### src/rtl/core/ash_pkg.sv
// Shared types and constants for the accelerometer shake detector.
// Used by ash_div and the top level under rtl/core; depends on nothing.
`default_nettype none

package ash_pkg;

  localparam int unsigned CfgDataW = 16;
  localparam int unsigned CfgIdxW  = 3;

  // Register indexes of the write port
  typedef enum logic [CfgIdxW-1:0] {
    CFG_RAW_GATE        = 3'd0,
    CFG_FIRE_THRESHOLD  = 3'd1,
    CFG_FULL_POWER_SPAN = 3'd2,
    CFG_SMOOTH_WEIGHT   = 3'd3,
    CFG_COOLDOWN_BASE   = 3'd4,
    CFG_REARM_COOLDOWN  = 3'd5
  } cfg_idx_e;

  typedef enum logic {
    CMD_SAMPLE = 1'b0,
    CMD_REARM  = 1'b1
  } cmd_e;

  typedef enum logic [2:0] {
    ST_IDLE,
    ST_MUL,
    ST_EVAL,
    ST_DIV,
    ST_OUT
  } state_e;

  localparam logic [15:0] RawGateRst   = 16'd2300;
  localparam logic [15:0] ThresholdRst = 16'd3600;
  localparam logic [15:0] SpanRst      = 16'd9300;
  localparam logic [8:0]  WeightRst    = 9'd61;
  localparam logic [3:0]  CoolBaseRst  = 4'd8;
  localparam logic [3:0]  RearmRst     = 4'd8;

  localparam logic [8:0]  PowerFull    = 9'd256;
  localparam logic [23:0] LevelMax     = 24'hFF_FFFF;

  typedef struct packed {
    logic               command;
    logic signed [15:0] sample;
  } in_t;

  typedef struct packed {
    logic        fired;
    logic [8:0]  power;
    logic [15:0] level;
    logic [4:0]  cooldown_left;
  } out_t;

endpackage

`default_nettype wire

### src/rtl/core/ash_mul.sv
// Bit-serial signed x unsigned multiplier, one weight bit per cycle (LSB first).
// Returns floor(diff * weight / 256). Depends on nothing but the clock and reset.
`default_nettype none

module ash_mul (
  input  wire logic               clk_i,
  input  wire logic               rst_ni,
  input  wire logic               start_i,
  input  wire logic signed [24:0] diff_i,
  input  wire logic [8:0]         weight_i,
  output logic                    done_o,
  output logic signed [26:0]      step_o
);

  logic signed [24:0] d_q;
  logic signed [25:0] hi_q, hi_d;
  logic [8:0]         lo_q, lo_d;
  logic [8:0]         w_q, w_d;
  logic [3:0]         cnt_q, cnt_d;
  logic               busy_q, busy_d;
  logic               done_q, done_d;
  logic signed [25:0] sum;

  // partial product sits in {hi, lo}, shifted right each step
  always_comb begin
    sum    = hi_q + (w_q[0] ? 26'(d_q) : 26'sd0);
    hi_d   = hi_q;
    lo_d   = lo_q;
    w_d    = w_q;
    cnt_d  = cnt_q;
    busy_d = busy_q;
    done_d = 1'b0;
    if (start_i) begin
      hi_d   = '0;
      lo_d   = '0;
      w_d    = weight_i;
      cnt_d  = '0;
      busy_d = 1'b1;
    end else if (busy_q) begin
      hi_d  = sum >>> 1;
      lo_d  = {sum[0], lo_q[8:1]};
      w_d   = w_q >> 1;
      cnt_d = cnt_q + 4'd1;
      if (cnt_q == 4'd8) begin
        busy_d = 1'b0;
        done_d = 1'b1;
      end
    end
  end

  always_ff @(posedge clk_i or negedge rst_ni) begin
    if (!rst_ni) begin
      busy_q <= 1'b0;
      done_q <= 1'b0;
      cnt_q  <= '0;
    end else begin
      busy_q <= busy_d;
      done_q <= done_d;
      cnt_q  <= cnt_d;
    end
  end

  always_ff @(posedge clk_i) begin
    if (start_i) begin
      d_q <= diff_i;
    end
    hi_q <= hi_d;
    lo_q <= lo_d;
    w_q  <= w_d;
  end

  // P = hi*512 + lo, so floor(P/256) = hi*2 + lo[8]
  assign step_o = {hi_q, lo_q[8]};
  assign done_o = done_q;

endmodule

`default_nettype wire

### src/rtl/core/ash_div.sv
// Restoring divider, one quotient bit per cycle, saturating at full power.
// Depends on ash_pkg for the full-power constant.
`default_nettype none

module ash_div (
  input  wire logic        clk_i,
  input  wire logic        rst_ni,
  input  wire logic        start_i,
  input  wire logic [23:0] num_i,
  input  wire logic [15:0] den_i,
  output logic             done_o,
  output logic [8:0]       quot_o
);

  logic [15:0] den_q;
  logic [15:0] rem_q, rem_d;
  logic [7:0]  low_q, low_d;
  logic [7:0]  q_q, q_d;
  logic        sat_q, sat_d;
  logic [2:0]  cnt_q, cnt_d;
  logic        busy_q, busy_d;
  logic        done_q, done_d;
  logic [16:0] trial;
  logic        fits;

  always_comb begin
    trial  = {rem_q, low_q[7]};
    fits   = trial >= {1'b0, den_q};
    rem_d  = rem_q;
    low_d  = low_q;
    q_d    = q_q;
    sat_d  = sat_q;
    cnt_d  = cnt_q;
    busy_d = busy_q;
    done_d = 1'b0;
    if (start_i) begin
      // quotient of 256 or more (zero span included) saturates at once
      sat_d = num_i[23:8] >= den_i;
      rem_d = num_i[23:8];
      low_d = num_i[7:0];
      q_d   = '0;
      cnt_d = '0;
      if (num_i[23:8] >= den_i) begin
        done_d = 1'b1;
      end else begin
        busy_d = 1'b1;
      end
    end else if (busy_q) begin
      rem_d = fits ? 16'(trial - {1'b0, den_q}) : trial[15:0];
      low_d = {low_q[6:0], 1'b0};
      q_d   = {q_q[6:0], fits};
      cnt_d = cnt_q + 3'd1;
      if (cnt_q == 3'd7) begin
        busy_d = 1'b0;
        done_d = 1'b1;
      end
    end
  end

  always_ff @(posedge clk_i or negedge rst_ni) begin
    if (!rst_ni) begin
      busy_q <= 1'b0;
      done_q <= 1'b0;
      cnt_q  <= '0;
    end else begin
      busy_q <= busy_d;
      done_q <= done_d;
      cnt_q  <= cnt_d;
    end
  end

  always_ff @(posedge clk_i) begin
    if (start_i) begin
      den_q <= den_i;
    end
    rem_q <= rem_d;
    low_q <= low_d;
    q_q   <= q_d;
    sat_q <= sat_d;
  end

  assign quot_o = sat_q ? ash_pkg::PowerFull : {1'b0, q_q};
  assign done_o = done_q;

endmodule

`default_nettype wire

### src/rtl/core/accel_shake_detector_top.sv
// Top level of the accelerometer shake detector: control FSM, state and registers.
// Depends on ash_pkg, ash_mul and ash_div.
`default_nettype none

// One input beat gives one output beat. Items are handled one at a time: a rearm
// or priming beat goes to output, an ordinary sample passes multiply, evaluate and
// output states (the bit-serial smoothing multiply runs one weight bit per cycle),
// and a firing sample the divide state too (the power division adds one quotient
// bit per cycle). A finished result waits in the output register while the next
// beat is taken; it holds the block only if the following result is ready first.
module accel_shake_detector_top (
  input  wire logic                          clk_i,
  input  wire logic                          rst_ni,
  input  wire logic                          cfg_we_i,
  input  wire logic [ash_pkg::CfgIdxW-1:0]   cfg_idx_i,
  input  wire logic [ash_pkg::CfgDataW-1:0]  cfg_wdata_i,
  input  wire logic                          in_valid_i,
  output logic                               in_stall_o,
  input  wire ash_pkg::in_t                  in_data_i,
  output logic                               out_valid_o,
  input  wire logic                          out_stall_i,
  output ash_pkg::out_t                      out_data_o
);

  // configuration
  logic [15:0] raw_gate_q, thr_q, span_q;
  logic [8:0]  weight_q;
  logic [3:0]  cool_base_q, rearm_q;

  always_ff @(posedge clk_i or negedge rst_ni) begin
    if (!rst_ni) begin
      raw_gate_q  <= ash_pkg::RawGateRst;
      thr_q       <= ash_pkg::ThresholdRst;
      span_q      <= ash_pkg::SpanRst;
      weight_q    <= ash_pkg::WeightRst;
      cool_base_q <= ash_pkg::CoolBaseRst;
      rearm_q     <= ash_pkg::RearmRst;
    end else if (cfg_we_i) begin
      case (ash_pkg::cfg_idx_e'(cfg_idx_i))
        ash_pkg::CFG_RAW_GATE:        raw_gate_q  <= cfg_wdata_i;
        ash_pkg::CFG_FIRE_THRESHOLD:  thr_q       <= cfg_wdata_i;
        ash_pkg::CFG_FULL_POWER_SPAN: span_q      <= cfg_wdata_i;
        ash_pkg::CFG_SMOOTH_WEIGHT:   weight_q    <= cfg_wdata_i[8:0];
        ash_pkg::CFG_COOLDOWN_BASE:   cool_base_q <= cfg_wdata_i[3:0];
        ash_pkg::CFG_REARM_COOLDOWN:  rearm_q     <= cfg_wdata_i[3:0];
        default: ;
      endcase
    end
  end

  ash_pkg::state_e state_q, state_d;
  logic [15:0] last_q, last_d;
  logic        primed_q, primed_d;
  logic [23:0] level_q, level_d;
  logic [4:0]  cool_q, cool_d;
  logic        res_fired_q, res_fired_d;
  logic [8:0]  res_power_q, res_power_d;
  ash_pkg::out_t out_q, out_d;
  logic        out_valid_q, out_valid_d;

  logic               in_acc;
  logic signed [16:0] dz;
  logic [15:0]        mag, gated;
  logic signed [24:0] diff;
  logic               mul_start, mul_done;
  logic signed [26:0] mul_step;
  logic signed [27:0] next_lvl;
  logic [23:0]        thr_ext;
  logic               div_start, div_done;
  logic [23:0]        excess;
  logic [8:0]         div_quot;
  logic [10:0]        pow3;

  ash_mul u_mul (
    .clk_i    (clk_i),
    .rst_ni   (rst_ni),
    .start_i  (mul_start),
    .diff_i   (diff),
    .weight_i (weight_q),
    .done_o   (mul_done),
    .step_o   (mul_step)
  );

  ash_div u_div (
    .clk_i   (clk_i),
    .rst_ni  (rst_ni),
    .start_i (div_start),
    .num_i   (excess),
    .den_i   (span_q),
    .done_o  (div_done),
    .quot_o  (div_quot)
  );

  assign in_stall_o = (state_q != ash_pkg::ST_IDLE);
  assign in_acc     = in_valid_i && !in_stall_o;

  always_comb begin
    dz       = 17'(in_data_i.sample) - 17'($signed(last_q));
    mag      = dz[16] ? 16'(-dz) : dz[15:0];
    gated    = (mag < raw_gate_q) ? 16'd0 : mag;
    diff     = $signed({1'b0, gated, 8'h00}) - $signed({1'b0, level_q});
    next_lvl = 28'($signed({1'b0, level_q})) + 28'(mul_step);
    thr_ext  = {thr_q, 8'h00};
    excess   = level_q - thr_ext;
    pow3     = {2'b00, div_quot} + {1'b0, div_quot, 1'b0};

    state_d     = state_q;
    last_d      = last_q;
    primed_d    = primed_q;
    level_d     = level_q;
    cool_d      = cool_q;
    res_fired_d = res_fired_q;
    res_power_d = res_power_q;
    out_d       = out_q;
    out_valid_d = out_valid_q && out_stall_i;
    mul_start   = 1'b0;
    div_start   = 1'b0;

    case (state_q)
      ash_pkg::ST_IDLE: begin
        if (in_acc) begin
          res_fired_d = 1'b0;
          res_power_d = '0;
          if (in_data_i.command == ash_pkg::CMD_REARM) begin
            level_d  = '0;
            primed_d = 1'b0;
            cool_d   = {1'b0, rearm_q};
            state_d  = ash_pkg::ST_OUT;
          end else if (!primed_q) begin
            last_d   = in_data_i.sample;
            primed_d = 1'b1;
            state_d  = ash_pkg::ST_OUT;
          end else begin
            last_d    = in_data_i.sample;
            mul_start = 1'b1;
            state_d   = ash_pkg::ST_MUL;
          end
        end
      end
      ash_pkg::ST_MUL: begin
        if (mul_done) begin
          if (next_lvl < 0) begin
            level_d = '0;
          end else if (next_lvl > 28'($signed({1'b0, ash_pkg::LevelMax}))) begin
            level_d = ash_pkg::LevelMax;
          end else begin
            level_d = next_lvl[23:0];
          end
          state_d = ash_pkg::ST_EVAL;
        end
      end
      ash_pkg::ST_EVAL: begin
        if (cool_q != 5'd0) begin
          cool_d  = cool_q - 5'd1;
          state_d = ash_pkg::ST_OUT;
        end else if (level_q > thr_ext) begin
          div_start = 1'b1;
          state_d   = ash_pkg::ST_DIV;
        end else begin
          state_d = ash_pkg::ST_OUT;
        end
      end
      ash_pkg::ST_DIV: begin
        if (div_done) begin
          res_fired_d = 1'b1;
          res_power_d = div_quot;
          // extra cooldown is floor(3*power/256), 0..3
          cool_d      = {1'b0, cool_base_q} + {2'b00, pow3[10:8]};
          level_d     = '0;
          state_d     = ash_pkg::ST_OUT;
        end
      end
      ash_pkg::ST_OUT: begin
        if (!out_valid_q || !out_stall_i) begin
          out_d.fired         = res_fired_q;
          out_d.power         = res_power_q;
          out_d.level         = level_q[23:8];
          out_d.cooldown_left = cool_q;
          out_valid_d         = 1'b1;
          state_d             = ash_pkg::ST_IDLE;
        end
      end
      default: state_d = ash_pkg::ST_IDLE;
    endcase
  end

  always_ff @(posedge clk_i or negedge rst_ni) begin
    if (!rst_ni) begin
      state_q     <= ash_pkg::ST_IDLE;
      last_q      <= '0;
      primed_q    <= 1'b0;
      level_q     <= '0;
      cool_q      <= {1'b0, ash_pkg::RearmRst};
      out_valid_q <= 1'b0;
    end else begin
      state_q     <= state_d;
      last_q      <= last_d;
      primed_q    <= primed_d;
      level_q     <= level_d;
      cool_q      <= cool_d;
      out_valid_q <= out_valid_d;
    end
  end

  always_ff @(posedge clk_i) begin
    res_fired_q <= res_fired_d;
    res_power_q <= res_power_d;
    out_q       <= out_d;
  end

  assign out_valid_o = out_valid_q;
  assign out_data_o  = out_q;

`ifndef SYNTHESIS
  a_fire_clears_level: assert property (@(posedge clk_i) disable iff (!rst_ni)
    out_valid_o && out_data_o.fired |-> out_data_o.level == 16'd0)
    else $error("fired beat with nonzero level");
  a_quiet_no_power: assert property (@(posedge clk_i) disable iff (!rst_ni)
    out_valid_o && !out_data_o.fired |-> out_data_o.power == 9'd0)
    else $error("power reported without a firing");
  a_power_range: assert property (@(posedge clk_i) disable iff (!rst_ni)
    out_valid_o |-> out_data_o.power <= ash_pkg::PowerFull)
    else $error("power above full scale");
  a_mul_done_state: assert property (@(posedge clk_i) disable iff (!rst_ni)
    mul_done |-> state_q == ash_pkg::ST_MUL)
    else $error("multiplier finished outside multiply state");
  a_div_done_state: assert property (@(posedge clk_i) disable iff (!rst_ni)
    div_done |-> state_q == ash_pkg::ST_DIV)
    else $error("divider finished outside divide state");
`endif

endmodule

`default_nettype wire

### config.mk
export PLATFORM = sky130hd
export DESIGN_NAME = accel_shake_detector_top
export DESIGN_NICKNAME = d
export VERILOG_FILES = /design/src/rtl/core/ash_pkg.sv /design/src/rtl/core/ash_mul.sv /design/src/rtl/core/ash_div.sv /design/src/rtl/core/accel_shake_detector_top.sv
export SDC_FILE = /design/constraint.sdc
export NUM_CORES = 1
export LEC_CHECK = 0
export ABC_AREA = 1
export CORE_ASPECT_RATIO = 0.8
export CORE_UTILIZATION = 65
export CTS_CLUSTER_SIZE = 20
export DETAILED_ROUTE_END_ITERATION = 16
export DONT_BUFFER_PORTS = 1
export MAX_ROUTING_LAYER = met4
export PLACE_DENSITY = 0.83
export SETUP_SLACK_MARGIN = 0.3
export SYNTH_ARGS = -nofsm -noshare
export SYNTH_HDL_FRONTEND = slang
export SYNTH_SLANG_ARGS = --single-unit
### constraint.sdc
create_clock -name clk_i -period 5.9 [get_ports clk_i]
set_input_delay 0.295 -clock clk_i [delete_from_list [all_inputs] [get_ports clk_i]]
set_output_delay 0.295 -clock clk_i [all_outputs]
set_load 0.01 [all_outputs]
# --- Word-level counts from Yosys, hierarchy flattened ---
# Cells that the tools add are included.
word_totals:
  ff_bits: 284
  latch_bits: 0
  ramBits: 0
  rom_bits: 0
  inputBits: 41
  output_inout_bits: 33
  elab_cells: 164
  mem_count: 0
classes:
  n_addsub: 12
  n_mul: 0
  n_div: 0
  n_lt_le_gt_ge: 6
  eq_ne: 18
  shift: 0
  n_mux: 66
  n_bitwise: 1
  n_reduce_logical: 28
ops:
  columns: ["operator", "count"]
  rows:
  - ["2-to-1 mux 24 bit", 6]
  - ["2-to-1 mux 16 bit", 5]
  - ["one-hot mux 24 bit (3 select lines)", 1]
  - ["2-to-1 mux 9 bit", 5]
  - ["2-to-1 mux 3 bit", 10]
  - ["adder 25 x 26 -> 27 bit", 1]
  - ["greater-than comparator 27 x 25 -> 1 bit (second input constant)", 1]
  - ["< comparator 27 x 1 -> 1 bit (second input constant)", 1]
  - ["adder 25 x 26 -> 26 bit", 1]
  - ["2-to-1 mux 1 bit", 26]
  - ["2-to-1 mux 26 bit", 1]
  - ["subtractor 24 x 24 -> 25 bit", 1]
  - ["greater-than comparator 24 bit", 1]
  - ["subtractor 24 bit", 1]
  - ["2-to-1 mux 5 bit", 4]
  - ["one-hot mux 9 bit (2 select lines)", 1]
  - [">= comparator 17 x 16 -> 1 bit", 1]
  - ["subtractor 16 x 16 -> 17 bit", 1]
  - [">= comparator 16 bit", 1]
  - ["< comparator 16 bit", 1]
  - ["2-to-1 mux 8 bit", 2]
  - ["negator 16 bit", 1]
  - ["AND reduction 2 bit", 8]
  - ["subtractor 16 bit", 1]
  - ["other kinds (26)", 49]

# --- Depth between registers and ports, before layout ---
# Gate-level depths: netlist of run 1.
logic_depth:
  word_depth: 6
  ltp_mapped: 38
  depth_no_buf: 37

# --- By module ---
# From an unflattened synthesis of run 1, not the netlist that was laid out.
hier_totals:
  hier_cells: 2639
  area_unflattened_um2: 19645.1
by_module_without_submodules:
  columns: ["mod", "n_inst", "cells_per_inst", "area_each_um2", "seq_area_each_um2"]
  rows:
  - ["accel_shake_detector_top", 1, 1505, 11364.6, 4139.0]
  - ["ash_mul", 1, 639, 4466.8, 1691.6]
  - ["ash_div", 1, 495, 3813.7, 1516.5]

# --- Least setup slack after synthesis of run 1 ---
# OpenSTA, ideal clock, no wires.
synth_path:
  kind: "reg-to-reg"
  startpoint: "register last_q[0]"
  endpoint: "register u_mul.d_q[24], data pin"
  setup_ns: 0.264
  t_arrival_ns: 4.749
  t_required_ns: 5.636
  setup_slack_ns: 0.887
  stages_incl_launch_ff: 36
  path_buffers: 2
  period_less_slack_ns: 5.013
  cell_sequence: "dfrtp_1 -> ha_1 -> fa_1 -> inv_1 -> nand3_1 -> nand3_1 -> nand2_1 -> nand2_1 -> nand3_1 -> nand2_1 -> nand2_1 -> nand2_2 -> inv_2 -> buf_4 -> nand2_1 -> nand2_1 -> ha_1 -> a21oi_1 -> o21ai_0 -> nand2_1 -> nand2_1 -> a21oi_1 -> o21ai_0 -> a31oi_1 -> buf_2 -> nor2_1 -> ha_1 -> nand2_1 -> nor2_1 -> nor3b_1 -> nand3_1 -> nand3_1 -> nand3_1 -> and2_1 -> o21ai_2 -> a31oi_1"
synth_via:
  elab_chain_cells: 6
synth_lines:
  columns: ["element", "line", "text"]
  rows:
  - ["start: declaration", "accel_shake_detector_top.sv:52", "logic [15:0] last_q, last_d;"]
  - ["start signal: assignment", "accel_shake_detector_top.sv:197", "last_q <= last_d;"]
  - ["subtractor 16 x 16 -> 17 bit (*)", "accel_shake_detector_top.sv:98", "dz = 17'(in_data_i.sample) - 17'($signed(last_q));"]
  - ["negator 16 bit", "accel_shake_detector_top.sv:99", "mag = dz[16] ? 16'(-dz) : dz[15:0];"]
  - ["2-to-1 mux 16 bit (*)", "accel_shake_detector_top.sv:99", null]
  - ["< comparator 16 bit", "accel_shake_detector_top.sv:100", "gated = (mag < raw_gate_q) ? 16'd0 : mag;"]
  - ["2-to-1 mux 16 bit (*)", "accel_shake_detector_top.sv:100", null]
  - ["subtractor 24 x 24 -> 25 bit (*)", "accel_shake_detector_top.sv:101", "diff = $signed({1'b0, gated, 8'h00}) - $signed({1'b0, level_q});"]
  - ["net diff[24]", "accel_shake_detector_top.sv:64", "logic signed [24:0] diff;"]
  - ["end signal: assignment", "ash_mul.sv:65", "d_q <= diff_i;"]
  - ["end: declaration", "ash_mul.sv:15", "logic signed [24:0] d_q;"]
# The timed path passes the listed nets; every way through them passes the cells marked *.
# A chain may end at the register's enable or synchronous reset.

# --- Worst setup path after layout of run 1 ---
layout_path:
  startpoint: "register last_q[0]"
  endpoint: "register u_mul.d_q[13], data pin"
# Same word-level chain as after synthesis.

==> flow_metrics.env, run 1 <==
export IMPL_clk_transition_reported_paths_ns=0.07
export IMPL_mean_instance_size_in_the_synthesized_netlist_sq_um=7.60
export IMPL_drt_antenna_violating_nets=0
export IMPL_finalWirelength_microns=49800
export IMPL_cp_end_kind="register"
export IMPL_timing_final_max_slew_violations=0
export IMPL_synth_warning_count=0
export IMPL_grt_setup_unrepaired="no"
export IMPL_crit_arrival_ns=5.64
export IMPL_start_util_pct=66.3
export IMPL_detailedPlacementHpwl_microns=37200
export IMPL_antenna_found_initial=1
export IMPL_clk_latency_ns=0.59
export IMPL_run_status="complete, no violations"
export IMPL_hold_path_cell_count=2
export IMPL_buffers_added_on_ports=0
export IMPL_fin_crit_sh_pct=89.9
export IMPL_tritoncts="yes"
export IMPL_power_uw=7240
export IMPL_grt_first_pass_wirelength_microns=79400
export IMPL_synth_seq_cells=276
export IMPL_gp_congestion=1.01
export IMPL_maxSlewHeadroom_pct=16.4
export IMPL_summed_negative_setup_slack_over_all_endpoints_ns=0
export IMPL_mappedNetlistNets=2673
export IMPL_final_nets=2698
export IMPL_ys_seq_area_share_pct=39.2
export IMPL_ir_drop_mv=0.310
export IMPL_drtPass1Iterations=6
export IMPL_die_x_microns=192
export IMPL_syn_inst=2466
export IMPL_dieArea_sq_um=29500
export IMPL_reg2reg_to="u_mul.d_q[13]"
export IMPL_fmax_mhz=188
export IMPL_total_clock_buffers_created_by_cts=29
export IMPL_worst_pin_slew_ns=1.25
export IMPL_clock_tree_buffer_depth=3
export IMPL_clock_sink_count=276
export IMPL_report_final_setup_viol=0
export IMPL_required_ns=6.23
export IMPL_static_leakage_power_uw=0.0103
export IMPL_cts_htree_levels=1
export IMPL_grt_util_all_layers_pct=35.1
export IMPL_reg2regPathDepth=35
export IMPL_routed_wire_length_per_instance_microns=17.3
export IMPL_power_per_unit_of_standard_cell_area_nw_per_um2=353
export IMPL_timing_setup_critical_path_class="reg2reg"
export IMPL_insertedDiodeCount=0
export IMPL_pin_count=74
export IMPL_grt_max_degree=127
export IMPL_rrSetupSlack_ns=0.59
export IMPL_grt_ovfl_total=0
export IMPL_route_detailed_vias_per_inst=5.77
export IMPL_synthDistinctLibCells=59
export IMPL_synth_async_reset_ratio_pct=45.7
export IMPL_hp_start="cfg_wdata_i[9]"
export IMPL_setup_worst_path_start_class="register"
export IMPL_timing_final_hold_violations=0
export IMPL_critPathMostFrequentCell="sky130_fd_sc_hd__nand2_1"
export IMPL_cp_slowest_cell="sky130_fd_sc_hd__dfrtp_1"
export IMPL_drt_iter0_markers=1701
export IMPL_worst_clock_skew_ns=0.0157
export IMPL_dr_total_vias=16600
export IMPL_grt_pass1_vias=15600
export IMPL_filler_cell_count=2186
export IMPL_area_growth_syn_to_layout_pct=9.33
export IMPL_netlist_area_sq_um=18800
export IMPL_maxCapViolations=0
export IMPL_coreArea_sq_um=28300
export IMPL_synth_main_ff_cell="sky130_fd_sc_hd__edfxtp_1"
export IMPL_worstHoldPathType="in2reg"
export IMPL_remaining_drc_errors=0
export IMPL_final_util_pct=72.5
export IMPL_worstHoldEndpoint="span_q[9]"
export IMPL_row_count=55
export IMPL_die_height_microns=154
export IMPL_finalCriticalPeriod_ns=5.31
export IMPL_synth_edf_count=116
export IMPL_timing_critical_path_slowest_cell_delay_ns=0.39
export IMPL_r2r_start="last_q[0]"
export IMPL_path_max_fanout=17
export IMPL_buffer_type_at_the_clock_tree_root="sky130_fd_sc_hd__clkbuf_16"
export IMPL_post_route_cells_drive_above_1_share_pct=6.84
==> metrics by stage <==
stage	hold WS (ns)	instance area [sq um]	setup slack, ns	std cells
after floorplan	-0.000591	18800	0.887	2466
after global routing	0.00613	20500	0.142	2884
final	0.0313	20500	0.594	2884
after CTS	0.000448	20300	0.349	2877
after detailed placement	0.00115	19100	0.303	2798
after global placement	0.00144	19100	0.534	2798
==> cells by family (layout without fill, tap and decap cells) <==
| kind of cell | after synthesis | in the layout | synth area share, % |
|---|---|---|---|
| buffers and inverters | 462 | 510 | 9.45 |
| AND/OR/NAND/NOR | 1062 | 1062 | 23.5 |
| flip-flops | 276 | 276 | 39.2 |
| XOR/XNOR | 94 | 94 | 4.55 |
| AO/OA/AOI/OAI | 406 | 406 | 12.0 |
| adder cells (fa/ha/maj) | 166 | 166 | 11.3 |
==> routing by layer <==
metal	global-route usage, %	vias to the layer above	share of wire (%)
met3	4.82	112	8.9
met4	9.49	0	2.8
met2	52.0	730	43
li1	-	8045	-
met1	50.4	7753	45
met5	-	-	0
==> power breakdown <==
part | leakage, uW | switching [uW] | internal, uW | total [uW]
combinational | 0.00701 | 1900 | 1070 | 2970
clock | 0.000448 | 800 | 1010 | 1810
sequential | 0.00281 | 170 | 2280 | 2450
total | 0.0103 | 2870 | 4370 | 7240
==> cells in the mapped netlist, types with 29 or more instances <==
library cell | instances | area [sq um]
sky130_fd_sc_hd__o21ai_0 | 165 | 826
sky130_fd_sc_hd__xor2_1 | 65 | 569
sky130_fd_sc_hd__ha_1 | 160 | 2000
sky130_fd_sc_hd__a21oi_1 | 152 | 761
sky130_fd_sc_hd__edfxtp_1 | 116 | 3480
sky130_fd_sc_hd__inv_1 | 401 | 1510
sky130_fd_sc_hd__clkbuf_1 | 29 | 109
sky130_fd_sc_hd__nor3_1 | 29 | 145
sky130_fd_sc_hd__dfxtp_1 | 34 | 681
sky130_fd_sc_hd__nand2_1 | 672 | 2520
sky130_fd_sc_hd__nor2_1 | 178 | 668
sky130_fd_sc_hd__nand3_1 | 108 | 541
sky130_fd_sc_hd__dfrtp_1 | 102 | 2550
==> registers in the layout, indices dropped and copies added, names as in the netlist, 9 cells and up <==
signal / count
u_div.rem_q: 16
u_mul.hi_q: 25
u_div.den_q: 16
level_q: 24
out_data_o: 31
u_mul.w_q: 9
res_power_q: 9
raw_gate_q: 16
span_q: 16
u_mul.d_q: 25
thr_q: 16
last_q: 16
weight_q: 9
==> layout make-up <==
class	count	area, sq um	share of cell area (%)
Multi-Input combinational cell	1728	9810	47.9
Sequential cell	276	7350	35.8
Inverter	416	1570	7.64
Clock buffer	42	816	3.98
Tap cell	370	463	2.26
Timing Repair Buffer	40	382	1.86
Clock inverter	12	115	0.561
==> critical path: cells and delay by family, from the launching register on <==
kind	cells	cell delay (ns)
compound gates	7	1.07
xor+xnor	1	0.06
fa+ha+maj	4	1.13
flops	1	0.39
buf+inv	5	0.52
simple gates	18	1.86
==> placed cells by master (no fill, tap or decap), drive strengths merged, types with 11 or more instances in the layout <==
cell / n
nand4: 27
xnor2: 28
nor2: 185
ha: 160
a21oi: 153
inv: 416
nor3: 31
dfxtp: 34
a21o: 11
nand3: 111
o21bai: 17
edfxtp: 116
dfrtp: 102
dfstp: 24
dlygate4sd3: 24
buf: 16
xor2: 66
o21ai: 175
nand2: 682
clkbuf: 42
o211ai: 13
==> what timing repair did <==
item                       4_1_cts  5_1_grt
gates cloned                     0        1
resized for setup                1       40
hold endpoints to repair       159        0
setup buffers                    0        6
pin swaps                        0        7
setup endpoints to repair        1       14
hold buffers                    25        0
==> worst max-delay path by stage <==
stage	from	to	slack [ns]	cells after the start
CTS	last_q[0]	u_mul.d_q[21]	0.35	33
global placement	last_q[0]	u_mul.d_q[21]	0.53	33
detailed placement	last_q[0]	u_mul.d_q[21]	0.30	33
floorplan	last_q[0]	u_mul.d_q[24]	0.89	35
finish	last_q[0]	u_mul.d_q[13]	0.59	35
global route	last_q[0]	u_mul.d_q[13]	0.14	35
No activity file was read; power rests on OpenSTA's default activity.
==> inputs of run 2 (changes only) <==
clock period = 6.59 ns   (was 5.9 ns; I/O delays follow)
==> run 2 against run 1 <==
  * Total power shrank 10%
  * Global-route usage down 0.31 points
  * Critical endpoint is now u_mul.d_q[24]
  * Critical path depth fell by 2
  * Cell area down 0.50%
  * Die area stayed put
  * Clock power barely moved
  * First-iteration DRC count down 12%
==> flow_metrics.env, run 2 (synthesis gave the netlist of run 1 again) <==
export IMPL_stdcell_area_sq_um=20400
export IMPL_finalWirelength_microns=49200
export IMPL_timing_setup_critical_path_class="reg2reg"
export IMPL_clk_latency_ns=0.58
export IMPL_tritoncts="yes"
export IMPL_final_nets=2691
export IMPL_dieArea_sq_um=29500
export IMPL_grt_busiest_layer="met2"
export IMPL_grt_util_all_layers_pct=34.8
export IMPL_regMostFlops="out_data_o"
export IMPL_grt_setup_unrepaired="no"
export IMPL_r2r_start="last_q[0]"
export IMPL_buffers_added_on_ports=0
export IMPL_crit_start="last_q[0]"
export IMPL_clk_transition_reported_paths_ns=0.06
export IMPL_timing_final_max_slew_violations=0
export IMPL_buffer_type_at_the_clock_tree_root="sky130_fd_sc_hd__clkbuf_16"
export IMPL_hold_path_cell_count=2
export IMPL_fin_crit_sh_pct=87.3
export IMPL_report_final_setup_viol=0
export IMPL_layout_cells_most_common_list="sky130_fd_sc_hd__nand2_1 (672), sky130_fd_sc_hd__inv_1 (401), sky130_fd_sc_hd__nor2_1 (176), sky130_fd_sc_hd__o21ai_0 (165), sky130_fd_sc_hd__ha_1 (160)"
export IMPL_path_max_fanout=17
export IMPL_die_height_microns=154
export IMPL_reg2regPathDepth=33
export IMPL_final_common_cell="sky130_fd_sc_hd__nand2_1"
export IMPL_power_per_unit_of_standard_cell_area_nw_per_um2=319
export IMPL_grt_met1_usage_pct=49.5
export IMPL_cp_slowest_cell="sky130_fd_sc_hd__fa_1"
export IMPL_setup_worst_path_start_class="register"
export IMPL_routed_wire_length_per_instance_microns=17.1
export IMPL_total_clock_buffers_created_by_cts=29
export IMPL_top_regs="out_data_o: 31 flops, u_mul.d_q: 25 flops, u_mul.hi_q: 25 flops"
export IMPL_run_status="complete, no violations"
export IMPL_clock_tree_buffer_depth=3
export IMPL_max_ffs_per_register=31
export IMPL_antenna_found_initial=1
export IMPL_detailedPlacementHpwl_microns=36700
export IMPL_die_x_microns=192
export IMPL_grt_ovfl_total=0
export IMPL_grt_max_degree=127
export IMPL_row_count=55
export IMPL_timing_final_hold_violations=0
export IMPL_fmax_mhz=174
export IMPL_ir_drop_mv=0.254
export IMPL_coreArea_sq_um=28300
export IMPL_critPathMostFrequentCell="sky130_fd_sc_hd__nand3_1"
export IMPL_critical_path_endpoint="u_mul.d_q[24]"
export IMPL_met3_demand_to_capacity_share_in_global_routing_pct=4.75
export IMPL_post_route_cells_drive_above_1_share_pct=5.74
export IMPL_postPlaceCellArea_sq_um=19100
export IMPL_cp_end_kind="register"
export IMPL_finalCriticalPeriod_ns=5.75
export IMPL_grt_first_pass_wirelength_microns=79000
export IMPL_start_util_pct=66.3
export IMPL_static_leakage_power_uw=0.0103
export IMPL_rrSetupSlack_ns=0.84
export IMPL_gr_usage_met2_pct=52.4
export IMPL_area_growth_syn_to_layout_pct=8.78
export IMPL_gp_congestion=0.990
export IMPL_clock_sink_count=276
export IMPL_reg2reg_to="u_mul.d_q[24]"
export IMPL_grt_pass1_vias=15600
export IMPL_crit_arrival_ns=6.08
export IMPL_route_detailed_vias_per_inst=5.75
export IMPL_drt_antenna_violating_nets=0
export IMPL_required_ns=6.91
export IMPL_worst_pin_slew_ns=1.08
export IMPL_worstHoldPathType="in2reg"
export IMPL_dr_total_vias=16600
export IMPL_maxCapViolations=0
export IMPL_pin_count=74
export IMPL_drt_iter0_markers=1500
export IMPL_worst_clock_skew_ns=0.0111
export IMPL_drtPass1Iterations=6
export IMPL_remaining_drc_errors=0
export IMPL_maxSlewHeadroom_pct=27.7
export IMPL_cts_htree_levels=1
export IMPL_summed_negative_setup_slack_over_all_endpoints_ns=0
export IMPL_timing_critical_path_slowest_cell_delay_ns=0.40
## run 2: cell count changes in the layout (fill, tap and decap cells not counted), sizes merged
cell         previous run  this run
clkinvlp                3         2
diode                   0         2
inv                   416       418
clkbuf                 42        32
bufinv                  1         6
buf                    16        11
dlygate4sd3            24        22
clkinv                  8        12
## run 2: routing by layer
| metal | vias to the layer above | part of all wire [%] | wire [microns] |
|---|---|---|---|
| met5 | - | 0 | 0 |
| met2 | 728 | 44 | 21700 |
| met4 | 0 | 2.5 | 1210 |
| li1 | 8020 | - | - |
| met3 | 106 | 8.2 | 4040 |
| met1 | 7696 | 45 | 22300 |
## run 2: timing repair
| action | 4_1_cts | 5_1_grt |
|---|---|---|
| setup buffers | 0 | 1 |
| gates resized for setup | 0 | 1 |
| hold endpoints to repair | 152 | 0 |
| hold buffers | 23 | 0 |
| setup endpoints to repair | 0 | 6 |
## run 2: final cells by class
type                            instances  area [sq um]
Antenna cell                            2          5.00
Clock buffer                           32           747
Clock inverter                         22           292
Fill cell                            2172          7890
Inverter                              416          1560
Multi-Input combinational cell       1728          9660
Sequential cell                       276          7350
Tap cell                              370           463
Timing Repair Buffer                   33           323
## run 2: worst min path at each step
stage                          startpoint        endpoint  slack [ns]
final                     cfg_wdata_i[14]      span_q[14]        0.02
after detailed placement           rst_ni      last_q[11]        0.04
after global placement             rst_ni      last_q[11]        0.04
after CTS                 cfg_wdata_i[14]      span_q[14]        0.01
after global routing      cfg_wdata_i[14]      span_q[14]        0.03
after floorplan                    rst_ni  cool_base_q[0]        0.03
## run 2: per-stage QoR
stage | hold WS, ns | power (uW) | std cells | utilization [%] | setup slack, ns
finish | 0.0249 | 6520 | 2879 | 72.1 | 0.837
global placement | 0.0360 | 4530 | 2799 | 67.5 | 1.04
CTS | 0.0135 | 6460 | 2876 | 72.1 | 0.767
floorplan | 0.0339 | 4070 | 2466 | - | 1.56
global route | 0.0288 | 6940 | 2879 | 72.1 | 0.342
detailed placement | 0.0357 | 4630 | 2799 | 67.5 | 0.805
## run 2: power by group
part / internal, uW / switching, uW / total (uW)
clock network: 1060 / 733 / 1790
logic: 899 / 1620 / 2520
registers: 2040 / 154 / 2200
## run 2: worst max-delay path, delay by kind of cell, from the launching register on
kind	cells	cell delay, ns
AO/OA/AOI/OAI	8	1.09
adder cells (fa/ha/maj)	4	1.27
flip-flops	1	0.39
AND/OR/NAND/NOR	18	2.13
buffers and inverters	3	0.59
==> inputs of run 3 (changes only) <==
SYNTH_HIERARCHICAL = 1   (was not set)
clock period = 6.45 ns   (was 6.59 ns; I/O delays follow)
==> run 3 against run 2 <==
  * Clock skew rose by 0.021 ns
  * Cell count is 7.0% higher
  * Fmax grew 1.6%
  * Sequential share of layout area fell by 1.3 points
  * Count of clock-buffer cells in the layout rose by 7
  * Area after synthesis rose by 4.8%
  * Routed wire length rose by 7.1%
  * Critical path type unchanged
  * Critical path depth rose by 2
  * Cell area increased by 3.8%
==> flow_metrics.env, run 3 <==
export IMPL_top_regs="out_data_o: 31 flops, u_mul/d_q: 25 flops, u_mul/hi_q: 25 flops"
export IMPL_final_setup_worst_slack_ns=0.786
export IMPL_reg2regPathDepth=35
export IMPL_dr_total_vias=17500
export IMPL_pin_count=74
export IMPL_reg2reg_to="u_mul/d_q[21]"
export IMPL_crit_arrival_ns=6.01
export IMPL_clk_latency_ns=0.60
export IMPL_cts_htree_levels=1
export IMPL_cp_end_kind="register"
export IMPL_report_final_setup_viol=0
export IMPL_synth_top_cells_by_count="sky130_fd_sc_hd__nand2_1 (788), sky130_fd_sc_hd__inv_1 (433), sky130_fd_sc_hd__nor2_1 (183), sky130_fd_sc_hd__ha_1 (162), sky130_fd_sc_hd__o21ai_0 (147)"
export IMPL_worstHoldPathType="in2reg"
export IMPL_setup_worst_path_start_class="register"
export IMPL_crit_start="last_q[0]"
export IMPL_clock_sink_count=276
export IMPL_buffers_added_on_ports=0
export IMPL_die_height_microns=157
export IMPL_post_synth_top_area_fraction_pct=17.7
export IMPL_synth_edf_count=116
export IMPL_required_ns=6.79
export IMPL_worst_clock_skew_ns=0.0317
export IMPL_buffer_type_at_the_clock_tree_root="sky130_fd_sc_hd__clkbuf_16"
export IMPL_insertedDiodeCount=0
export IMPL_max_ffs_per_register=31
export IMPL_pre_cts_ws_ns=0.692
export IMPL_critical_path_n_buffers_inverters=4
export IMPL_summed_negative_setup_slack_over_all_endpoints_ns=0
export IMPL_synthTopCellsByArea="sky130_fd_sc_hd__edfxtp_1 (18%), sky130_fd_sc_hd__nand2_1 (15%), sky130_fd_sc_hd__dfrtp_1 (13%)"
export IMPL_grt_max_degree=127
export IMPL_path_delay_family="compound AO/OA/AOI/OAI gates"
export IMPL_maxCapViolations=0
export IMPL_route_detailed_vias_per_inst=5.68
export IMPL_maxSlewHeadroom_pct=22.9
export IMPL_path_max_fanout=20
export IMPL_timing_critical_path_slowest_cell_delay_ns=0.40
export IMPL_synthDistinctLibCells=67
export IMPL_grt_first_pass_wirelength_microns=84100
export IMPL_final_nets=2862
export IMPL_detailedPlacementHpwl_microns=39500
export IMPL_drtPass1Iterations=6
export IMPL_regMostFlops="out_data_o"
export IMPL_critPathMostFrequentCell="sky130_fd_sc_hd__nand2_2"
export IMPL_grt_ovfl_total=0
export IMPL_finalWirelength_microns=52700
export IMPL_remaining_drc_errors=0
export IMPL_clk_transition_reported_paths_ns=0.06
export IMPL_cp_slowest_cell="sky130_fd_sc_hd__fa_1"
export IMPL_coreArea_sq_um=29500
export IMPL_route_met2_wl_microns=22900
export IMPL_netlist_area_sq_um=19600
export IMPL_routed_wire_length_per_instance_microns=17.1
export IMPL_start_util_pct=66.6
export IMPL_fin_crit_sh_pct=87.8
export IMPL_synth_warning_count=6
export IMPL_stages_on_worst_setup_path=35
export IMPL_run_status="complete, no violations"
export IMPL_layout_cells_most_common_list="sky130_fd_sc_hd__nand2_1 (788), sky130_fd_sc_hd__inv_1 (433), sky130_fd_sc_hd__nor2_1 (181), sky130_fd_sc_hd__ha_1 (162), sky130_fd_sc_hd__o21ai_0 (147)"
export IMPL_fmax_mhz=177
export IMPL_drt_antenna_violating_nets=0
export IMPL_timing_final_hold_violations=0
export IMPL_total_clock_buffers_created_by_cts=28
export IMPL_timing_final_max_slew_violations=0
export IMPL_tritoncts="yes"
export IMPL_wirelength_met1_microns=23800
export IMPL_syn_inst=2639
export IMPL_mappedNetlistNets=2848
export IMPL_library_cell_with_the_highest_instance_count_after_synthesis="sky130_fd_sc_hd__nand2_1"
export IMPL_r2r_start="last_q[0]"
export IMPL_grt_pass1_vias=16300
export IMPL_synth_async_reset_ratio_pct=45.7
export IMPL_cts_repair_timing_setup_buffer_count=0
export IMPL_die_x_microns=196
export IMPL_critical_path_endpoint="u_mul/d_q[21]"
export IMPL_synth_seq_cells=276
export IMPL_finalCriticalPeriod_ns=5.66
export IMPL_grt_setup_unrepaired="no"
export IMPL_timing_setup_critical_path_class="reg2reg"
export IMPL_clock_tree_buffer_depth=3
export IMPL_stdcell_area_sq_um=21200
export IMPL_row_count=56
export IMPL_grt_util_all_layers_pct=35.4
export IMPL_antenna_found_initial=0
export IMPL_cell_accounting_for_the_most_synthesized_area="sky130_fd_sc_hd__edfxtp_1"
export IMPL_rrSetupSlack_ns=0.79
export IMPL_gp_congestion=1.02
export IMPL_drt_iter0_markers=1773
export IMPL_routed_top_layer="met4"
export IMPL_ys_seq_area_share_pct=37.4
export IMPL_worst_pin_slew_ns=1.16
export IMPL_filler_cell_count=2329
export IMPL_dieArea_sq_um=30900
export IMPL_synth_main_ff_cell="sky130_fd_sc_hd__edfxtp_1"
export IMPL_hold_path_cell_count=2
export IMPL_mean_instance_size_in_the_synthesized_netlist_sq_um=7.44
export IMPL_post_route_cells_drive_above_1_share_pct=7.25
export IMPL_met3WireLength_microns=5070
export IMPL_postPlaceCellArea_sq_um=19900
export IMPL_area_growth_syn_to_layout_pct=7.81
export IMPL_final_common_cell="sky130_fd_sc_hd__nand2_1"
## run 3: worst min-delay path by stage
stage,start,to,slack (ns)
2_1_floorplan,rst_ni,cool_base_q[0],0.03
3_3_place_gp,rst_ni,u_mul/done_o,0.04
3_5_place_dp,rst_ni,u_mul/cnt_q[2],0.04
4_1_cts,cfg_idx_i[1],rearm_q[3],0.03
5_1_grt,cfg_wdata_i[8],span_q[8],0.04
6_report,cfg_wdata_i[8],thr_q[8],0.04
## run 3: cells by family after synthesis
kind of cell / Yosys count / share of synthesized area [%]
DFF: 276 / 37.4
and+or+nand+nor: 1265 / 28.0
AOI/OAI and AO/OA: 350 / 9.81
adders and majority gates: 168 / 10.9
buffers and inverters: 497 / 10.0
xor gates and xnor gates: 83 / 3.82
## run 3: what timing repair did
item	in CTS	in global routing
gates resized for setup	0	2
endpoints found under the hold margin	158	0
hold buffers	28	0
endpoints found under the setup margin	0	5
## run 3: area by class of cell
type	instances	area, sq um	area share [%]
multi-input combinational	1866	10400	48.9
clock inverter	13	175	0.827
sequential	276	7350	34.7
timing repair buffer	33	335	1.58
clock buffer	39	773	3.65
inverter	448	1680	7.94
tap	406	508	2.40
## run 3: stage by stage
step | instances | util (%) | hold slack (ns)
floorplan | 2639 | - | 0.0269
global placement | 3001 | 67.5 | 0.0416
detailed placement | 3001 | 67.5 | 0.0423
CTS | 3081 | 71.8 | 0.0291
global route | 3081 | 71.8 | 0.0428
finish | 3081 | 71.8 | 0.0405
## run 3: layer usage
| metal | GRT usage (%) | vias up |
|---|---|---|
| li1 | - | 8461 |
| met2 | 53.4 | 762 |
| met5 | - | - |
| met1 | 49.7 | 8187 |
| met4 | 7.48 | 0 |
| met3 | 6.51 | 83 |
Power of run 3 is left out: the tool's default activity adds up to more than one toggle a clock period on the data nets, which glitch-free logic cannot reach.
